===== src/design/assert_macros.svh =====
// assertion macros used by the top-level design file
`ifndef ASSERT_MACROS_SVH
`define ASSERT_MACROS_SVH

// same-cycle implication, checked on every rising edge outside reset
`define ASSERT_IMPL(label, ante, cons, msg) \
  label: assert property (@(posedge clk) disable iff (rst) (ante) |-> (cons)) else $error(msg);

// next-cycle implication, checked on every rising edge outside reset
`define ASSERT_NEXT(label, ante, cons, msg) \
  label: assert property (@(posedge clk) disable iff (rst) (ante) |=> (cons)) else $error(msg);

`endif


===== src/design/mexp_pkg.sv =====
// package with controller states, command and status types and constants
package mexp_pkg;

  localparam int MOD_RESET = 391;

  typedef enum logic [3:0] {
    ST_IDLE,
    ST_CHECK,
    ST_RED_BASE,
    ST_BIT,
    ST_MUL_A,
    ST_RED_A,
    ST_NEXT,
    ST_MUL_S,
    ST_RED_S,
    ST_DONE
  } state_t;

  typedef struct packed {
    logic load;
    logic clr_acc;
    logic mul_acc;
    logic mul_sq;
    logic step;
    logic dest_sq;
    logic shift_exp;
    logic out_load;
  } cmd_t;

  typedef struct packed {
    logic exp_zero;
    logic exp_lsb;
    logic exp_last;
    logic mod_small;
    logic div_last;
  } status_t;

endpackage


===== src/design/mexp_dp.sv =====
// datapath: operand registers, multiplier, bit-serial remainder unit, result register
module mexp_dp #(
  parameter int WIDTH = 16
) (
  input  logic                 clk,
  input  logic [WIDTH-1:0]     base,
  input  logic [WIDTH-1:0]     exponent,
  input  logic [WIDTH-1:0]     modulus,
  input  mexp_pkg::cmd_t       cmd,
  output mexp_pkg::status_t    status,
  output logic [WIDTH-1:0]     result
);
  import mexp_pkg::*;

  localparam int PW    = 2 * WIDTH;
  localparam int CNT_W = $clog2(PW);

  logic [WIDTH-1:0] acc;
  logic [WIDTH-1:0] sq;
  logic [WIDTH-1:0] expo;
  logic [WIDTH-1:0] m;
  logic [PW-1:0]    prod;
  logic [WIDTH-1:0] rem;
  logic [CNT_W-1:0] cnt;

  logic [WIDTH-1:0] mul_a;
  logic [PW-1:0]    prod_next;
  logic [WIDTH:0]   rem_sh;
  logic [WIDTH:0]   m_ext;
  logic [WIDTH:0]   rem_next;
  logic             div_last;

  assign mul_a     = cmd.mul_acc ? acc : sq;
  assign prod_next = {{WIDTH{1'b0}}, mul_a} * {{WIDTH{1'b0}}, sq};

  assign rem_sh   = {rem, prod[PW-1]};
  assign m_ext    = {1'b0, m};
  assign rem_next = (rem_sh >= m_ext) ? (rem_sh - m_ext) : rem_sh;
  assign div_last = (cnt == CNT_W'(PW - 1));

  always_ff @(posedge clk) begin
    if (cmd.load) begin
      expo <= exponent;
      m    <= modulus;
      prod <= {{WIDTH{1'b0}}, base};
      acc  <= WIDTH'(1);
      rem  <= '0;
      cnt  <= '0;
    end else begin
      if (cmd.clr_acc) begin
        acc <= '0;
      end
      if (cmd.mul_acc || cmd.mul_sq) begin
        prod <= prod_next;
        rem  <= '0;
        cnt  <= '0;
      end
      if (cmd.step) begin
        prod <= {prod[PW-2:0], 1'b0};
        rem  <= rem_next[WIDTH-1:0];
        cnt  <= cnt + CNT_W'(1);
        if (div_last) begin
          if (cmd.dest_sq) begin
            sq <= rem_next[WIDTH-1:0];
          end else begin
            acc <= rem_next[WIDTH-1:0];
          end
        end
      end
      if (cmd.shift_exp) begin
        expo <= expo >> 1;
      end
    end
    if (cmd.out_load) begin
      result <= acc;
    end
  end

  assign status.exp_zero  = (expo == '0);
  assign status.exp_lsb   = expo[0];
  assign status.exp_last  = (expo[WIDTH-1:1] == '0);
  assign status.mod_small = (m[WIDTH-1:1] == '0);
  assign status.div_last  = div_last;

endmodule


===== src/design/mexp_ctrl.sv =====
// controller state machine sequencing square-and-multiply
module mexp_ctrl (
  input  logic               clk,
  input  logic               rst,
  input  logic               s_tvalid,
  output logic               s_tready,
  output logic               m_tvalid,
  input  logic               m_tready,
  input  mexp_pkg::status_t  status,
  output mexp_pkg::cmd_t     cmd
);
  import mexp_pkg::*;

  state_t state;
  state_t state_next;
  logic   out_free;

  assign out_free = !m_tvalid || m_tready;

  always_ff @(posedge clk) begin
    if (rst) begin
      state    <= ST_IDLE;
      m_tvalid <= 1'b0;
    end else begin
      state <= state_next;
      if (cmd.out_load) begin
        m_tvalid <= 1'b1;
      end else if (m_tready) begin
        m_tvalid <= 1'b0;
      end
    end
  end

  always_comb begin
    state_next = state;
    unique case (state)
      ST_IDLE: begin
        if (s_tvalid) state_next = ST_CHECK;
      end
      ST_CHECK: begin
        if (status.exp_zero || status.mod_small) state_next = ST_DONE;
        else state_next = ST_RED_BASE;
      end
      ST_RED_BASE: begin
        if (status.div_last) state_next = ST_BIT;
      end
      ST_BIT: begin
        if (status.exp_lsb) state_next = ST_MUL_A;
        else state_next = ST_NEXT;
      end
      ST_MUL_A: state_next = ST_RED_A;
      ST_RED_A: begin
        if (status.div_last) state_next = ST_NEXT;
      end
      ST_NEXT: begin
        if (status.exp_last) state_next = ST_DONE;
        else state_next = ST_MUL_S;
      end
      ST_MUL_S: state_next = ST_RED_S;
      ST_RED_S: begin
        if (status.div_last) state_next = ST_BIT;
      end
      ST_DONE: begin
        if (out_free) state_next = ST_IDLE;
      end
      default: state_next = ST_IDLE;
    endcase
  end

  always_comb begin
    cmd      = '0;
    s_tready = 1'b0;
    unique case (state)
      ST_IDLE: begin
        s_tready = 1'b1;
        cmd.load = s_tvalid;
      end
      ST_CHECK: cmd.clr_acc = !status.exp_zero && status.mod_small;
      ST_RED_BASE: begin
        cmd.step    = 1'b1;
        cmd.dest_sq = 1'b1;
      end
      ST_BIT: ;
      ST_MUL_A: cmd.mul_acc = 1'b1;
      ST_RED_A: cmd.step = 1'b1;
      ST_NEXT: cmd.shift_exp = 1'b1;
      ST_MUL_S: cmd.mul_sq = 1'b1;
      ST_RED_S: begin
        cmd.step    = 1'b1;
        cmd.dest_sq = 1'b1;
      end
      ST_DONE: cmd.out_load = out_free;
      default: ;
    endcase
  end

endmodule


===== src/design/modular_exponentiation.sv =====
// top level: modular exponentiation with configurable modulus
//
// Computes base ** exponent mod modulus by right-to-left square-and-multiply.
// A request carries base and exponent; one result follows per request. An
// exponent of zero gives 1; a modulus below 2 gives 0 otherwise. Each modular
// multiply is one registered WIDTH x WIDTH product followed by a bit-serial
// remainder unit, and this unit sets the latency. One request is in flight at
// a time; the next is accepted while the previous result waits in the output
// register. The modulus register resets to 391 and is written through cfg_*;
// the user must write it only while the block is idle. The block itself does
// not enforce this.
module modular_exponentiation #(
  parameter int WIDTH = 16
) (
  input  logic                              clk,
  input  logic                              rst,
  input  logic                              s_tvalid,
  output logic                              s_tready,
  input  logic [((2*WIDTH+7)/8)*8-1:0]      s_tdata,   // base, exponent
  output logic                              m_tvalid,
  input  logic                              m_tready,
  output logic [((WIDTH+7)/8)*8-1:0]        m_tdata,   // power_mod
  input  logic                              cfg_valid,
  output logic                              cfg_ready,
  input  logic [WIDTH-1:0]                  cfg_data   // modulus
);
  import mexp_pkg::*;

  `include "assert_macros.svh"

  localparam int OUT_TW = ((WIDTH + 7) / 8) * 8;

  logic [WIDTH-1:0] modulus;
  logic [WIDTH-1:0] result;
  cmd_t             cmd;
  status_t          status;

  assign cfg_ready = 1'b1;

  always_ff @(posedge clk) begin
    if (rst) begin
      modulus <= WIDTH'(MOD_RESET);
    end else if (cfg_valid && cfg_ready) begin
      modulus <= cfg_data;
    end
  end

  mexp_ctrl u_ctrl (
    .clk      (clk),
    .rst      (rst),
    .s_tvalid (s_tvalid),
    .s_tready (s_tready),
    .m_tvalid (m_tvalid),
    .m_tready (m_tready),
    .status   (status),
    .cmd      (cmd)
  );

  mexp_dp #(
    .WIDTH (WIDTH)
  ) u_dp (
    .clk      (clk),
    .base     (s_tdata[WIDTH-1:0]),
    .exponent (s_tdata[2*WIDTH-1:WIDTH]),
    .modulus  (modulus),
    .cmd      (cmd),
    .status   (status),
    .result   (result)
  );

  assign m_tdata = OUT_TW'(result);

  `ASSERT_NEXT(a_busy_after_request, s_tvalid && s_tready, !s_tready, "request taken while busy")
  `ASSERT_IMPL(a_idle_on_result, $rose(m_tvalid), s_tready, "result shown while still busy")

endmodule


===== config.mk =====
export PLATFORM = sky130hd
export DESIGN_NAME = modular_exponentiation
export DESIGN_NICKNAME = d
export VERILOG_FILES = /design/src/design/mexp_pkg.sv /design/src/design/mexp_dp.sv /design/src/design/mexp_ctrl.sv /design/src/design/modular_exponentiation.sv
export VERILOG_INCLUDE_DIRS = /design/src /design/src/design
export SDC_FILE = /design/constraint.sdc
export NUM_CORES = 1
export LEC_CHECK = 0
export BUFFER_PORTS_ARGS = -buffer_cell sky130_fd_sc_hd__buf_2
export CAP_MARGIN = 10
export CORE_UTILIZATION = 35
export CTS_CLUSTER_SIZE = 10
export DETAILED_ROUTE_END_ITERATION = 8
export GPL_TIMING_DRIVEN = 1
export PLACE_DENSITY_LB_ADDON = 0.12
export SLEW_MARGIN = 10
export SYNTH_ARGS = -nofsm -noshare
export SYNTH_HDL_FRONTEND = slang
export SYNTH_HIERARCHICAL = 1
export SYNTH_SLANG_ARGS = --single-unit

===== constraint.sdc =====
create_clock -name clk -period 9.43 [get_ports clk]
set_input_delay 0.4715 -clock clk [delete_from_list [all_inputs] [get_ports clk]]
set_output_delay 0.4715 -clock clk [all_outputs]
set_load 0.05 [all_outputs]

==> parameters.txt <==
Parameter                              Value

Global route
  Number of antenna violations at the first check in global routing    0
  Global-route usage over all layers    18.70%
  Total overflow reported by the global router    0
  Maximum number of pins on one net before global-route repair    70
  Via count of the first global-routing pass    12260
  Global-route wire length before repair    67360 um

Clocking
  Clock edge transition at the registers on the reported setup and hold paths    0.07 ns
  Root cell of the clock tree    sky130_fd_sc_hd__clkbuf_16
  Count of cells resized by post-cts repair    0
  Clock tree buffer depth    2
  Max H-tree Level    4
  CTS tree    yes
  Number of clock buffers inserted by TritonCTS    17
  Worst skew pair latency    0.44 ns
  Post-CTS Setup Bufs    0
  Sinks on Clock Net    154
  Quantity of hold-fixing buffers added after cts    0

Synthesis
  Area share of the largest cell type after synthesis    24.74%
  Count of synthesis-stage warnings from yosys    6
  Number of nets produced by synthesis    2033
  Cell type with the highest aggregate area in the netlist    sky130_fd_sc_hd__fa_1
  Proportion of synthesized area in mux cells    4.179%
  Number of register bits inferred by synthesis    154
  Dominant combinational cell family by area after synthesis    adder cells
  Mean instance size in the synthesized netlist    9.489 sq um
  Yosys cell types    79
  Share of the yosys chip area belonging to registers    24.61%
  XOR/XNOR share of the synthesized area    2.220%
  Number of enable flip-flop cells after synthesis    80
  Synth Area in Adders    34.41%
  Async S/R FF share, synth    0%
  Most instantiated flip-flop cell in the synthesis netlist    sky130_fd_sc_hd__edfxtp_1
  Compound-cell area share of the yosys netlist    10.93%
  Post-Synth Simple-Gate Area    14.95%
  Main area contributors after synthesis    sky130_fd_sc_hd__fa_1 25%, sky130_fd_sc_hd__edfxtp_1 15%, sky130_fd_sc_hd__ha_1 9.7%
  Cell count after synthesis    1663
  Netlist area before placement    0.01578 sq mm

Worst hold path
  Min-delay worst type    primary input to register

Routing
  Post-DR wirelength/cell    17.89 um
  Final wirelength    40830 um
  Vias per std cell    4.957
  Overall via count from detail_route    11310
  Routed Antenna Nets    0
  Remaining design rule violation count    0
  Starting DRT DRC Count    543
  Number of detailed-routing iterations run before antenna repair    5

Timing
  Worst Clk Skew    0.009200 ns
  Setup Viol. Count Final    0
  Final Slew Violations    0
  Final cycle utilization of the critical path    80.92%
  Clock period minus final worst setup slack    7.631 ns
  Transition at the pin with the smallest max-transition slack    1.093 ns
  Final sum of negative setup slack    0 ns
  Tightest slew margin relative to the limit    27.10%
  Peak clock frequency supported by timing    0.1311 GHz
  RSZ-0062 raised after global routing    false
  Hold violation count in the final report    0

Placed design
  Routability cong.    0.8438
  Half-perimeter wire length after detailed placement    32380 um
  Total of buffers placed on input and output ports    70

Setup path
  Destination of the worst register-to-register timing path    u_dp/prod[31]$_SDFFE_PP0P_
  Crit Path Max Fanout    20
  Cell count of the worst reg-to-reg path    23
  Data arrival time of the critical path    8.00 ns
  Crit path kind    register to register
  Worst path required time    9.80 ns
  Reg-to-reg slack, setup    1.80 ns
  Worst Setup Start Kind    register
  Capture point of the critical path    u_dp/prod[31]$_SDFFE_PP0P_
  Crit end category    register
  Beginning of the critical path    u_ctrl/state[2]$_SDFFE_PP0P_
  Crit Reg-Reg Startpoint    u_ctrl/state[2]$_SDFFE_PP0P_

Die
  Die boundary width    214.3 um
  Core footprint    0.04432 sq mm
  Top-level I/O count    72
  Full die area    0.04594 sq mm
  Starting density of the core    35.61%
  Std cell rows    77
  Die Height    214.3 um

Layout
  Antenna diode instance count    0
  Layout-stage area growth over the synthesis result    8.563%
  Fraction of layout instances using a drive strength above 1    10.00%
  Net total in the final layout    2047
  Utilization after layout    38.66%

Power
  Static power due to leakage    0.007898 uW
  Power per cell area    107.4 mW/mm^2
  Max VDD drop    0.1328 mV

Flow run
  Max Cap Violations    0

Status
  Result of the run    complete, no violations
-- worst min-delay path by stage --
| stage | endpoint | cells past startpoint | slack, ns | start |
|---|---|---|---|---|
| 3_5_place_dp | u_dp/m[7]$_DFFE_PP_ | 0 | 0.41 | modulus[7]$_SDFFE_PP1P_ |
| 2_1_floorplan | u_dp/m[2]$_DFFE_PP_ | 0 | 0.40 | modulus[2]$_SDFFE_PP1P_ |
| 4_1_cts | modulus[8]$_SDFFE_PP1P_ | 2 | 0.21 | cfg_data[8] |
| 5_1_grt | modulus[2]$_SDFFE_PP1P_ | 2 | 0.23 | cfg_data[2] |
| 6_report | modulus[8]$_SDFFE_PP1P_ | 2 | 0.24 | cfg_data[8] |
| 3_3_place_gp | u_dp/m[7]$_DFFE_PP_ | 0 | 0.41 | modulus[7]$_SDFFE_PP1P_ |
-- cells by family (layout without fill, tap and decap cells) --
logic type,after synthesis,in the layout
muxes,61,61
adders and majority gates,317,317
AOI/OAI and AO/OA,267,267
xor gates and xnor gates,40,40
and+or+nand+nor,483,483
DFF,154,154
buffers and inverters,340,367
other,1,1
-- area by class of cell --
cell class	count	area (sq um)
Clock buffer	17	425.4
Clock inverter	15	155.1
Fill cell	4545	27190
Inverter	256	960.9
Multi-Input combinational cell	1169	10550
Sequential cell	154	3884
Tap cell	592	740.7
Timing Repair Buffer	79	417.9
-- Yosys cell counts, types with 22 or more instances --
master / count
sky130_fd_sc_hd__inv_1: 256
sky130_fd_sc_hd__nand2_1: 213
sky130_fd_sc_hd__fa_1: 195
sky130_fd_sc_hd__ha_1: 122
sky130_fd_sc_hd__and2_1: 113
sky130_fd_sc_hd__edfxtp_1: 80
sky130_fd_sc_hd__a21oi_1: 75
sky130_fd_sc_hd__dfxtp_1: 74
sky130_fd_sc_hd__nor2_1: 66
sky130_fd_sc_hd__clkbuf_1: 59
sky130_fd_sc_hd__o21ai_0: 51
sky130_fd_sc_hd__mux2_2: 38
sky130_fd_sc_hd__mux2i_1: 22
sky130_fd_sc_hd__o21ai_1: 22
-- where the power goes --
part | internal, uW | switching [uW] | total, uW
registers | 812 | 45.8 | 857
logic | 119 | 181 | 300
clock network | 374 | 308 | 681
-- worst max-delay path: stages (launching register included) --
cell and delay, ns:
sky130_fd_sc_hd__dfxtp_1 0.62, sky130_fd_sc_hd__nand2b_1 0.18, sky130_fd_sc_hd__nor3_2 0.13, sky130_fd_sc_hd__buf_4 0.30, sky130_fd_sc_hd__mux2_2 0.53, sky130_fd_sc_hd__and2_1 0.24, sky130_fd_sc_hd__fa_1 0.53, sky130_fd_sc_hd__inv_1 0.05
sky130_fd_sc_hd__fa_1 0.47, sky130_fd_sc_hd__inv_1 0.05, sky130_fd_sc_hd__fa_1 0.48, sky130_fd_sc_hd__fa_1 0.53, sky130_fd_sc_hd__fa_1 0.58, sky130_fd_sc_hd__inv_1 0.06, sky130_fd_sc_hd__fa_1 0.54, sky130_fd_sc_hd__inv_1 0.04
sky130_fd_sc_hd__ha_1 0.42, sky130_fd_sc_hd__a21oi_1 0.33, sky130_fd_sc_hd__o21ai_0 0.20, sky130_fd_sc_hd__o41a_2 0.46, sky130_fd_sc_hd__a41oi_1 0.29, sky130_fd_sc_hd__o311ai_2 0.15, sky130_fd_sc_hd__xnor2_1 0.16, sky130_fd_sc_hd__a211oi_2 0.21
-- through the flow --
| step | setup WS [ns] | hold WS (ns) | power (uW) | cell area [sq um] | std cells |
|---|---|---|---|---|---|
| after floorplan | 1.988 | 0.4005 | 1090 | 15780 | 1663 |
| after global placement | 1.935 | 0.4107 | 1172 | 16550 | 2250 |
| after detailed placement | 1.838 | 0.4096 | 1178 | 16550 | 2250 |
| after CTS | 1.791 | 0.2061 | 1870 | 17130 | 2282 |
| after global routing | 1.375 | 0.2318 | 1932 | 17130 | 2282 |
| final | 1.799 | 0.2381 | 1839 | 17130 | 2282 |
-- cells in the final DEF, fill, tap and decap left out, drive strengths merged, types with 15 or more instances in the layout --
cell    Yosys  final
nor2       66     66
a21oi      76     76
mux2       39     39
clkbuf     60     17
buf        24     79
xnor2      21     21
a21o       15     15
mux2i      22     22
xor2       19     19
inv       256    264
nand2     213    213
fa        195    195
dfxtp      74     74
o21ai      73     73
and2      113    113
edfxtp     80     80
ha        122    122
-- per-layer routing --
| metal | track usage (%) | wire [um] | up-vias |
|---|---|---|---|
| li1 | - | - | 5443 |
| met1 | 25.61 | 19390 | 5616 |
| met2 | 31.17 | 19490 | 205 |
| met3 | 1.957 | 1136 | 47 |
| met4 | 5.452 | 818 | 0 |
| met5 | 0 | 0 | - |
-- flip-flops by register name, summed over array words and instances (netlist names) --
signal           count
u_dp/acc            16
u_dp/prod           32
u_dp/expo           16
u_dp/result         16
u_dp/sq             16
u_ctrl/m_tvalid      1
u_ctrl/state         4
u_dp/m              16
u_dp/cnt             5
u_dp/rem            16
modulus             16
(Power assumes the default switching activity.)
